[src/rtl/core/sacts_pkg.sv]
// Shared types and constants for the cache tag simulator.
package sacts_pkg;

	localparam int ADDR_W       = 32;
	localparam int TAG_W        = 32;
	localparam int TOTAL_W      = 32;
	localparam int CFG_IDX_W    = 3;
	localparam int CFG_DATA_W   = 6;
	localparam int OUT_DATA_W   = 104;
	localparam int OUT_USED_W   = 1 + 3 * TOTAL_W;
	localparam int OUT_PAD_W    = OUT_DATA_W - OUT_USED_W;
	localparam int PROD_W       = TOTAL_W + 7;
	localparam int SUM_W        = PROD_W + 1;
	localparam int CYCLES_PER_MISS = 101;

	typedef enum logic [CFG_IDX_W-1:0] {
		CFG_ADDRESS_BITS = 3'd0,
		CFG_SET_BITS     = 3'd1,
		CFG_WAY_BITS     = 3'd2,
		CFG_BLOCK_BITS   = 3'd3,
		CFG_LRU_MODE     = 3'd4
	} cfg_idx_t;

	// Controller to datapath commands.
	typedef struct packed {
		logic cap;          // capture the request address
		logic split;        // cut address into set and tag
		logic fill_rd;      // read the fill count of the set
		logic used_ld;      // load the clamped fill count
		logic walk_start;   // reset the way pointer for the lookup
		logic walk;         // read the next way
		logic shift_wr;     // write the previously read way one slot down
		logic shift_start;  // point the walk at the first way to move
		logic hit_ld;       // record a hit
		logic commit;       // write tag, fill count, totals
		logic mul;          // scale the miss total
		logic out_ld;       // load the result register
	} cmd_t;

	// Datapath to controller status.
	typedef struct packed {
		logic match;        // compared way holds the tag
		logic walk_idle;    // nothing left to read or write
		logic room;         // set has a free way
		logic lru;          // replacement order is least recently used
		logic out_free;     // result register can take a new result
	} status_t;

endpackage

[src/rtl/core/sacts_ctrl.sv]
// Sequencing state machine for one cache lookup and update.
module sacts_ctrl import sacts_pkg::*; (
	input  logic    clk,
	input  logic    arst_n,
	input  logic    in_valid,
	output logic    in_ready,
	input  status_t st,
	output cmd_t    cmd
);

	typedef enum logic [8:0] {
		ST_IDLE  = 9'b000000001,
		ST_SPLIT = 9'b000000010,
		ST_FILL  = 9'b000000100,
		ST_USED  = 9'b000001000,
		ST_SCAN  = 9'b000010000,
		ST_SHIFT = 9'b000100000,
		ST_WRITE = 9'b001000000,
		ST_MUL   = 9'b010000000,
		ST_OUT   = 9'b100000000
	} state_t;

	state_t state_q, state_d;

	assign in_ready = (state_q == ST_IDLE);

	always_comb begin
		cmd     = '0;
		state_d = state_q;
		unique case (state_q)
			ST_IDLE: begin
				if (in_valid) begin
					cmd.cap = 1'b1;
					state_d = ST_SPLIT;
				end
			end
			ST_SPLIT: begin
				cmd.split = 1'b1;
				state_d   = ST_FILL;
			end
			ST_FILL: begin
				cmd.fill_rd = 1'b1;
				state_d     = ST_USED;
			end
			ST_USED: begin
				cmd.used_ld    = 1'b1;
				cmd.walk_start = 1'b1;
				state_d        = ST_SCAN;
			end
			ST_SCAN: begin
				priority if (st.match) begin
					cmd.hit_ld = 1'b1;
					if (st.lru) begin
						cmd.shift_start = 1'b1;
						state_d         = ST_SHIFT;
					end else begin
						state_d = ST_WRITE;
					end
				end else if (st.walk_idle) begin
					// miss: append if there is room, else evict way 0
					if (st.room) begin
						state_d = ST_WRITE;
					end else begin
						cmd.shift_start = 1'b1;
						state_d         = ST_SHIFT;
					end
				end else begin
					cmd.walk = 1'b1;
				end
			end
			ST_SHIFT: begin
				if (st.walk_idle) begin
					state_d = ST_WRITE;
				end else begin
					cmd.walk     = 1'b1;
					cmd.shift_wr = 1'b1;
				end
			end
			ST_WRITE: begin
				cmd.commit = 1'b1;
				state_d    = ST_MUL;
			end
			ST_MUL: begin
				cmd.mul = 1'b1;
				state_d = ST_OUT;
			end
			ST_OUT: begin
				if (st.out_free) begin
					cmd.out_ld = 1'b1;
					state_d    = ST_IDLE;
				end
			end
			default: state_d = ST_IDLE;
		endcase
	end

	always_ff @(posedge clk or negedge arst_n) begin
		if (!arst_n)
			state_q <= ST_IDLE;
		else
			state_q <= state_d;
	end

endmodule

[config.mk]
export PLATFORM = sky130hd
export DESIGN_NAME = sacts_ctrl
export DESIGN_NICKNAME = d
export VERILOG_FILES = /design/src/rtl/core/sacts_pkg.sv /design/src/rtl/core/sacts_ctrl.sv
export SDC_FILE = /design/constraint.sdc
export NUM_CORES = 1
export LEC_CHECK = 0
export ABC_AREA = 0
export BUFFER_PORTS_ARGS = -buffer_cell sky130_fd_sc_hd__buf_4
export CAP_MARGIN = 10
export CORE_AREA = 2 2 47 49
export DETAILED_ROUTE_END_ITERATION = 7
export DIE_AREA = 0 0 49 51
export MAX_ROUTING_LAYER = met4
export PLACE_DENSITY = 0.57
export SLEW_MARGIN = 20
export SYNTH_ARGS = -nofsm -noshare
export SYNTH_HDL_FRONTEND = slang
export SYNTH_SLANG_ARGS = --single-unit
export TNS_END_PERCENT = 20
[constraint.sdc]
create_clock -name clk -period 2.5 [get_ports clk]
set_input_delay 0.5 -clock clk [delete_from_list [all_inputs] [get_ports clk]]
set_output_delay 0.5 -clock clk [all_outputs]
set_load 0.05 [all_outputs]
==> flow_metrics.env, run 1 <==
export IMPL_drv_cap=0
export IMPL_synth_top_area_share=0.2996
export IMPL_total_power_mw=0.7057
export IMPL_critPathKind="reg -> out"
export IMPL_cp_start_kind="flop"
export IMPL_routabilityCongestion=0.7652
export IMPL_hold_violations=0
export IMPL_area_growth_pct=34.83
export IMPL_clockRootBuffer="clkbuf_4"
export IMPL_min_path_type="in -> async"
export IMPL_outcome="finished clean"
export IMPL_ys_seq_elements=9
export IMPL_grt_antenna_before_repair=0
export IMPL_slew_headroom=0.7721
export IMPL_crit_buf_inv=1
export IMPL_htree_levels=1
export IMPL_syn_nets=84
export IMPL_skew_ps=1.187
export IMPL_clock_tree_buffer_depth=2
export IMPL_synthesis_area_um2=668.1
export IMPL_mostFrequentLayoutCell="buf_4"
export IMPL_vias_per_cell=5.063
export IMPL_arrival_ps=1940
export IMPL_critical_path_required_ps=2000
export IMPL_drtAntennaViolNets=0
export IMPL_dr_pass1_iters=4
export IMPL_largest_registers="state_q x9"
export IMPL_final_cell_mix="20 x buf_4, 11 x nor2_1, 8 x dfrtp_1, 6 x inv_1"
export IMPL_tightest_slew_ps=339.1
export IMPL_row_count=17
export IMPL_synth_cells=76
export IMPL_power_density_nw_per_um2=783.4
export IMPL_p_leak_nw=0.4168
export IMPL_yosysSeqAreaShare=0.3390
export IMPL_die_y_um=51
export IMPL_vias=643
export IMPL_drc=0
export IMPL_place_hpwl_um=1227
export IMPL_grt_setup_unrepaired="true"
export IMPL_io_pins=21
export IMPL_avgSynthCellArea_um2=8.791
export IMPL_cts_tree="yes"
export IMPL_rrSetupSlack_ps=910
export IMPL_wl_per_cell_um=12.26
export IMPL_cts_made_buffers=3
export IMPL_multi_input_area_um2=417.9
export IMPL_die_x_um=49
export IMPL_nFillCells=208
export IMPL_first_global_vias=600
export IMPL_grt_usage=0.1389
export IMPL_path_cells="or4_4, nor4_2, and3_1, buf_4"
export IMPL_setup_slack_ps=57.88
export IMPL_ys_warn_count=0
export IMPL_portBuffers=20
export IMPL_cts_sinks=9
export IMPL_post_place_ws_ps=320.8
export IMPL_wirelength_um=1557
export IMPL_cts_clk_slew_worst_paths_ps=60
export IMPL_antenna_cells=0
export IMPL_initial_utilization=0.3238
export IMPL_ir_drop_uv=483.3
export IMPL_setup_viol=0
export IMPL_clk_insertion_delay_late_ps=260
export IMPL_core_area_um2=2063
export IMPL_synthTopCellsByArea="dfrtp_1 30%, nor2_1 6.2%, dfstp_2 3.9%, nor3b_2 3.7%, inv_1 3.4%"
export IMPL_drtIter0Drc=16
export IMPL_path_max_fanout=6
export IMPL_drive_gt1_frac=0.4040
export IMPL_max_flop_register="state_q"
export IMPL_ff_latch_area_um2=226.5
export IMPL_slew_viol_final=0
export IMPL_die_area_um2=2499
export IMPL_cp_top_family="simple AND/OR/NAND/NOR gates"
export IMPL_max_freq_mhz=409.5
export IMPL_period_minus_slack_ps=2442
export IMPL_grt_pass1_wl_um=2580
export IMPL_synth_area_leader_cell="dfrtp_1"
export IMPL_setup_tns_ps=0
export IMPL_end_kind="output port"
export IMPL_ys_types=37
export IMPL_slowest_stage="or4_4"
export IMPL_hold_buffers=0
export IMPL_fin_crit_sh=0.9768
export IMPL_utilization=0.4366
export IMPL_largest_reg_flops=9
export IMPL_grt_overflow=0
export IMPL_crit_path_max_incr_delay_ps=550
export IMPL_grt_start_max_net_pins=10
export IMPL_nNetsFinal=108
## area by class of cell
type | instances | share of cell area
repair buffers | 22 | 0.1917
multi-input cells | 58 | 0.4639
clock buffers | 4 | 0.02917
well taps | 28 | 0.03889
inverters | 6 | 0.02500
flip-flops and latches | 9 | 0.2514
## cells in the mapped netlist, drive strengths merged
library cell  count
nor3b             2
or2               1
nor4              1
nor2             12
a21boi            2
a21oi             1
nand2             4
dfrtp             8
nor4bb            2
xor2              2
nand3b            3
o211ai            1
nand2b            1
o32ai             2
a32oi             1
and4bb            1
o22ai             1
dfstp             1
mux2i             1
and2              3
or4               1
and3              2
nand3             2
a31o              1
a22oi             1
o21ai             2
nor3              5
nor2b             2
inv               6
buf               3
a31oi             1
## metrics by stage
| stage | area [um2] | instances | hold WS [ps] |
|---|---|---|---|
| after CTS | 875.8 | 126 | 56.63 |
| after global placement | 849.6 | 122 | 328.9 |
| final | 900.9 | 127 | 50.55 |
| after detailed placement | 849.6 | 122 | 332.0 |
| after global routing | 900.9 | 127 | 54.98 |
| after floorplan | 674.4 | 76 | 204.4 |
## routing by layer
layer | GRT usage | up-vias | part of all wire
met5 | - | - | 0
met4 | 0.02857 | 0 | 0.0077
met3 | 0.06433 | 2 | 0.085
met2 | 0.2374 | 24 | 0.46
met1 | 0.1488 | 301 | 0.45
li1 | - | 316 | -
## worst paths after layout
kind                       depth (start not counted)  startpoint    endpoint
setup / recovery                                   4  state_q[3]      cmd[3]
hold / removal                                     1      arst_n  state_q[7]
min in group clk                                   2    in_valid  state_q[0]
setup reg to reg                                   4  state_q[3]  state_q[6]
hold reg to reg                                    1  state_q[3]  state_q[3]
max in group asynchronous                          1      arst_n  state_q[0]
## where the power goes
| group | internal, mW | total (mW) | leakage (nW) | switching (mW) |
|---|---|---|---|---|
| sequential | 0.175 | 0.204 | 0.121 | 0.0292 |
| combinational | 0.146 | 0.389 | 0.281 | 0.243 |
| clock | 0.0615 | 0.112 | 0.0150 | 0.0509 |
## repair_timing
action                                 4_1_cts  5_1_grt
gates resized for setup                      0        4
endpoints found under the hold margin        0        0
setup endpoints to repair                    0        5
setup buffers                                0        1
## kinds of logic after synthesis
group                     Yosys count  share of synthesized area
and+or+nand+nor                    42                     0.4045
AOI/OAI and AO/OA                  13                     0.1555
DFF                                 9                     0.3390
buffers and inverters               9                    0.05993
xor gates and xnor gates            2                    0.02622
muxes                               1                    0.01498
(Power assumes the default switching activity.)
==> run 2: changes to the inputs <==
Settings changed: ABC_AREA 0 to 1, CORE_AREA 2 2 47 49 to 2 2 52 54, DIE_AREA 0 0 49 51 to 0 0 54 56, PLACE_DENSITY 0.57 to 0.55.
==> run 2 against run 1 <==
Compared with the run above:
- synthesized cell count increased by 83%
- power rose by 22%
- design area rose by 15%
- non-clock buffer count fell by 2
- flip-flop and latch count unchanged
- via count up 41%
- combinational power up 37%
- sequential power is 5% higher
- first-iteration DRC count up 63%
- register-to-register slack better by 150 ps
- critical path type unchanged
- critical endpoint is now cmd[6]
==> flow_metrics.env, run 2 <==
export IMPL_synth_cells=139
export IMPL_synth_top_area_share=0.2399
export IMPL_critical_path_required_ps=2000
export IMPL_ys_seq_elements=9
export IMPL_grt_busiest_layer="met2"
export IMPL_grt_antenna_before_repair=0
export IMPL_synth_mux_area_frac=0
export IMPL_grt_setup_unrepaired="false"
export IMPL_reg2reg_from="state_q[0]"
export IMPL_final_cell_mix="34 x nor2_1, 30 x nand2_1, 22 x inv_1, 20 x buf_4, 13 x nand3_1"
export IMPL_tightest_slew_ps=354.2
export IMPL_clock_tree_buffer_depth=2
export IMPL_stdcell_count=191
export IMPL_clk_insertion_delay_late_ps=260
export IMPL_synthTopCellsByCount="34 x nor2_1, 30 x nand2_1, 22 x inv_1"
export IMPL_ys_warn_count=0
export IMPL_multi_input_area_um2=499.2
export IMPL_vias_per_cell=4.754
export IMPL_synth_compound_area_share=0.04798
export IMPL_die_x_um=54
export IMPL_placed_cells=187
export IMPL_synth_top_family_by_area="simple AND/OR/NAND/NOR gates"
export IMPL_largest_reg_flops=9
export IMPL_clockRootBuffer="clkbuf_4"
export IMPL_synth_area_leader_cell="dfrtp_1"
export IMPL_largest_registers="state_q x9"
export IMPL_area_growth_pct=24.14
export IMPL_cts_tree="yes"
export IMPL_wl_per_cell_um=11.00
export IMPL_power_density_nw_per_um2=832.2
export IMPL_grt_usage=0.1690
export IMPL_drive_gt1_frac=0.2609
export IMPL_cts_made_buffers=3
export IMPL_row_count=18
export IMPL_grt_pass1_wl_um=3698
export IMPL_synth_most_common_cell="nor2_1"
export IMPL_slew_headroom=0.7639
export IMPL_drc=0
export IMPL_setup_viol=0
export IMPL_crit_path_max_incr_delay_ps=500
export IMPL_synth_edf_count=0
export IMPL_io_pins=21
export IMPL_routabilityCongestion=0.8137
export IMPL_p_leak_nw=0.6306
export IMPL_synth_adder_area_share=0
export IMPL_synth_simple_area_share=0.5502
export IMPL_pwr_share_clk=0.136
export IMPL_setup_tns_ps=0
export IMPL_vias=908
export IMPL_yosysSeqAreaShare=0.2714
export IMPL_core_area_um2=2432
export IMPL_postCtsResizedCells=0
export IMPL_max_freq_mhz=473.2
export IMPL_synthesis_area_um2=834.6
export IMPL_antenna_cells=0
export IMPL_ys_async_sr_fraction=1.000
export IMPL_period_minus_slack_ps=2113
export IMPL_gr_usage_met2=0.2561
export IMPL_die_area_um2=3024
export IMPL_p_sw_frac=0.5232
export IMPL_switching_power_mw=0.4511
export IMPL_postCtsSetupBuffers=0
export IMPL_ys_types=21
export IMPL_use_met1=0.2220
export IMPL_die_y_um=56
export IMPL_avgSynthCellArea_um2=6.004
export IMPL_synthTopCellsByArea="dfrtp_1 24%, nor2_1 15%, nand2_1 13%, inv_1 9.9%, nand3_1 7.8%"
export IMPL_ys_flop_type="dfrtp_1"
export IMPL_path_max_fanout=9
export IMPL_ir_drop_uv=595.8
export IMPL_arrival_ps=1610
export IMPL_drtIter0Drc=26
export IMPL_ff_latch_area_um2=226.5
export IMPL_place_hpwl_um=1731
export IMPL_pwr_share_seq=0.248
export IMPL_startpoint="state_q[8]"
export IMPL_grt_overflow=0
export IMPL_outcome="finished clean"
export IMPL_nFillCells=261
export IMPL_cp_start_kind="flop"
export IMPL_end_kind="output port"
export IMPL_max_flop_register="state_q"
export IMPL_hold_violations=0
export IMPL_portBuffers=20
export IMPL_grt_start_max_net_pins=10
export IMPL_cts_clk_slew_worst_paths_ps=70
export IMPL_skew_ps=2.470
export IMPL_internal_power_mw=0.4110
export IMPL_slowest_stage="dfrtp_1"
export IMPL_slew_viol_final=0
export IMPL_first_global_vias=820
export IMPL_nNetsFinal=170
export IMPL_path_cells="nor2_2, nand4_1, o21ai_1, buf_4"
export IMPL_grt_use_met3=0.01882
export IMPL_drv_cap=0
export IMPL_fin_crit_sh=0.8453
export IMPL_combinationalPowerShare=0.616
export IMPL_hold_buffers=0
export IMPL_initial_utilization=0.3431
export IMPL_htree_levels=1
export IMPL_cts_sinks=9
export IMPL_syn_nets=147
export IMPL_min_path_type="in -> async"
export IMPL_wirelength_um=2101
export IMPL_dr_pass1_iters=4
export IMPL_critPathKind="reg -> out"
export IMPL_mostFrequentLayoutCell="nor2_1"
export IMPL_drtAntennaViolNets=0
export IMPL_yosys_area_share_xor_xnor=0
-- run 2: cell count changes after synthesis, moves of 3 or more --
| cell | before | now |
|---|---|---|
| nand4_1 | 0 | 3 |
| and2_1 | 3 | 0 |
| nor2_1 | 11 | 34 |
| nor3_1 | 4 | 1 |
| nand2_1 | 3 | 30 |
| nor2_2 | 0 | 4 |
| nand3b_1 | 3 | 0 |
| inv_1 | 6 | 22 |
| nand3_1 | 2 | 13 |
-- run 2: final cells by class --
type                            count  share of cell area
Timing Repair Buffer               20              0.1449
Multi-Input combinational cell    103              0.4819
Tap cell                           30             0.03623
Sequential cell                     9              0.2186
Inverter                           25             0.09300
Clock buffer                        4             0.02536
-- run 2: final timing paths --
| check | to | cells after the start | slack, ps |
|---|---|---|---|
| worst max-delay path | cmd[6] | 4 | 390 |
| worst min-delay path | state_q[5] | 1 | 50 |
| worst max register to register | state_q[6] | 8 | 1060 |
| worst min register to register | state_q[7] | 3 | 610 |
| max in group asynchronous | state_q[0] | 1 | 2230 |
| min in group clk | state_q[0] | 4 | 530 |
-- run 2: worst max-delay path: cells and delay by family (launching register included) --
family | cells | cell delay, ps
AOI/OAI and AO/OA | 1 | 150
DFF | 1 | 500
and+or+nand+nor | 2 | 460
buffers and inverters | 1 | 230
-- run 2: per-layer routing --
| layer | vias up | wire length, um |
|---|---|---|
| met5 | - | 0 |
| met1 | 389 | 931 |
| li1 | 473 | - |
| met4 | 0 | 32 |
| met3 | 4 | 169 |
| met2 | 42 | 967 |
-- run 2: power by group through the flow --
stage                     clock [mW]  sequential, mW  combinational (mW)
after detailed placement           0           0.217               0.535
after global placement             0           0.216               0.535
final                          0.117           0.214               0.531
after floorplan                    0           0.212               0.422
after global routing           0.127           0.217               0.599
after CTS                      0.119           0.214               0.537
-- run 2: cells by family after synthesis --
group	count (synthesis)
AND/OR/NAND/NOR	96
buffers and inverters	27
AO/OA/AOI/OAI	7
flip-flops	9
-- run 2: metrics by stage --
step                      utilization  hold WS, ps  setup WS [ps]  cell area, um2  total power [mW]
final                          0.4259        48.81          386.6            1036            0.8621
after global routing           0.4259        51.45          210.6            1036            0.9430
after CTS                      0.4259        56.08          377.3            1036            0.8700
after detailed placement       0.4151        337.8          639.3            1010            0.7518
after global placement         0.4151        332.2          664.2            1010            0.7507
after floorplan                     -        204.4          276.4           834.6            0.6341
==> run 3: changes to the inputs <==
Settings changed: ABC_AREA 1 to 0, CORE_AREA 2 2 52 54 to 2 2 47 49, DIE_AREA 0 0 54 56 to 0 0 49 51, PLACE_DENSITY 0.55 to 0.59.
Clock period 2.5 ns to 1.9 ns, I/O delays scaled along.
==> run 3 against run 2 <==
Compared with the run above:
- the flow now finishes with violations (setup timing)
- design area is 12% higher
- setup slack got worse by 710 ps
- hold slack better by 240 ps
- non-clock buffer count increased by 16
- register-to-register slack worse by 820 ps
- via count down 25%
- wire length is 24% lower
- sequential share of layout area down 2.1 points
- critical path type unchanged
- critical endpoint is now cmd[2]
- largest cell class unchanged
==> flow_metrics.env, run 3 (synthesized netlist as in run 1, its figures left out) <==
export IMPL_nFillCells=193
export IMPL_drv_cap=0
export IMPL_wl_met2_um=806
export IMPL_grt_setup_unrepaired="true"
export IMPL_setup_viol=12
export IMPL_clock_tree_buffer_depth=2
export IMPL_startpoint="state_q[2]"
export IMPL_rr_worst_depth=5
export IMPL_p_leak_nw=0.5104
export IMPL_outcome="complete, but fails checks"
export IMPL_path_max_fanout=3
export IMPL_clockRootBuffer="clkbuf_4"
export IMPL_die_x_um=49
export IMPL_row_count=17
export IMPL_routabilityCongestion=0.7348
export IMPL_mostFrequentLayoutCell="buf_4"
export IMPL_io_pins=21
export IMPL_end_kind="output port"
export IMPL_htree_levels=1
export IMPL_reg2reg_from="state_q[2]"
export IMPL_largest_registers="state_q x9"
export IMPL_grt_pass1_wl_um=2870
export IMPL_grt_overflow=0
export IMPL_critPathKind="reg -> out"
export IMPL_largest_reg_flops=9
export IMPL_setup_tns_ps=-2253
export IMPL_fin_crit_sh=1.169
export IMPL_wl_per_cell_um=11.30
export IMPL_slowest_stage="or4_4"
export IMPL_antenna_cells=0
export IMPL_vias_per_cell=4.801
export IMPL_worstSetupPathDepth=5
export IMPL_area_growth_pct=73.41
export IMPL_final_cell_mix="23 x buf_4, 11 x buf_6, 6 x nor2_1, 6 x dfrtp_1, 5 x inv_1"
export IMPL_max_flop_register="state_q"
export IMPL_crit_buf_inv=1
export IMPL_top_layer_used="met3"
export IMPL_cp_start_kind="flop"
export IMPL_cp_top_family="simple AND/OR/NAND/NOR gates"
export IMPL_wl_met1_um=708
export IMPL_wirelength_um=1593
export IMPL_max_freq_mhz=450.0
export IMPL_arrival_ps=1840
export IMPL_violations="setup timing"
export IMPL_wl_met3_um=78
export IMPL_skew_ps=8.084
export IMPL_cts_made_buffers=3
export IMPL_crit_path_max_incr_delay_ps=570
export IMPL_post_place_ws_ps=-104.3
export IMPL_core_area_um2=2063
export IMPL_initial_utilization=0.3238
export IMPL_place_hpwl_um=1300
export IMPL_timing_hold_ws_ps=291.8
export IMPL_slew_viol_final=0
export IMPL_critical_path_required_ps=1520
export IMPL_cts_tree="yes"
export IMPL_power_density_nw_per_um2=999.0
export IMPL_drtAntennaViolNets=0
export IMPL_hold_violations=0
export IMPL_min_from="in_valid"
export IMPL_die_y_um=51
export IMPL_grt_usage=0.1519
export IMPL_drive_gt1_frac=0.5841
export IMPL_portBuffers=20
export IMPL_dr_pass1_iters=4
export IMPL_slew_headroom=0.7653
export IMPL_min_path_type="in -> reg"
export IMPL_total_power_mw=1.157
export IMPL_clk_insertion_delay_late_ps=260
export IMPL_nNetsFinal=122
export IMPL_period_minus_slack_ps=2222
export IMPL_first_global_vias=662
export IMPL_tightest_slew_ps=352.0
export IMPL_path_cells="or4_4, nor2_4, nand2_4, nor3b_4, buf_6"
export IMPL_grt_antenna_before_repair=0
export IMPL_ir_drop_uv=855.2
export IMPL_cts_sinks=9
export IMPL_whs_path_depth=2
export IMPL_grt_start_max_net_pins=10
export IMPL_drtIter0Drc=12
export IMPL_die_area_um2=2499
export IMPL_drc=0
export IMPL_vias=677
export IMPL_setup_slack_ps=-322.0
export IMPL_cts_clk_slew_worst_paths_ps=60
run 3: worst paths after layout:
kind / endpoint / slack, ps
max: cmd[2] / -320
min: state_q[0] / 290
max reg2reg: state_q[8] / 240
min reg2reg: state_q[3] / 600
max in group asynchronous: state_q[0] / 1220
min in group asynchronous: state_q[2] / 470
run 3: area by class of cell:
class	count	area (um2)	area share
inverters	6	26.28	0.02268
flip-flops and latches	9	229.0	0.1976
multi-input cells	58	520.5	0.4492
clock buffers	4	26.28	0.02268
repair buffers	36	321.6	0.2775
well taps	28	35.03	0.03024
run 3: layer usage:
metal | vias up | track usage
met2 | 17 | 0.2443
met4 | 0 | 0.01429
met3 | 0 | 0.05263
met1 | 314 | 0.1930
li1 | 346 | -
met5 | - | -
run 3: report_power, final:
group          switching (mW)  internal (mW)
logic                   0.420          0.347
clock network          0.0615         0.0806
registers              0.0175          0.230
total                   0.499          0.658
run 3: metrics by stage:
stage	std cells	area [um2]	utilization
4_1_cts	141	1124	0.5446
3_5_place_dp	135	1027	0.4979
5_1_grt	141	1159	0.5616
2_1_floorplan	76	754.5	-
6_report	141	1159	0.5616
3_3_place_gp	135	1027	0.4979
run 3: repair_timing:
item | CTS | global route
hold endpoints to repair | 8 | 0
hold buffers | 1 | 0
buffers inserted | 1 | 0
pin swaps | 5 | 3
cloned | 0 | 0
setup endpoints to repair | 12 | 13
resized for setup | 14 | 8
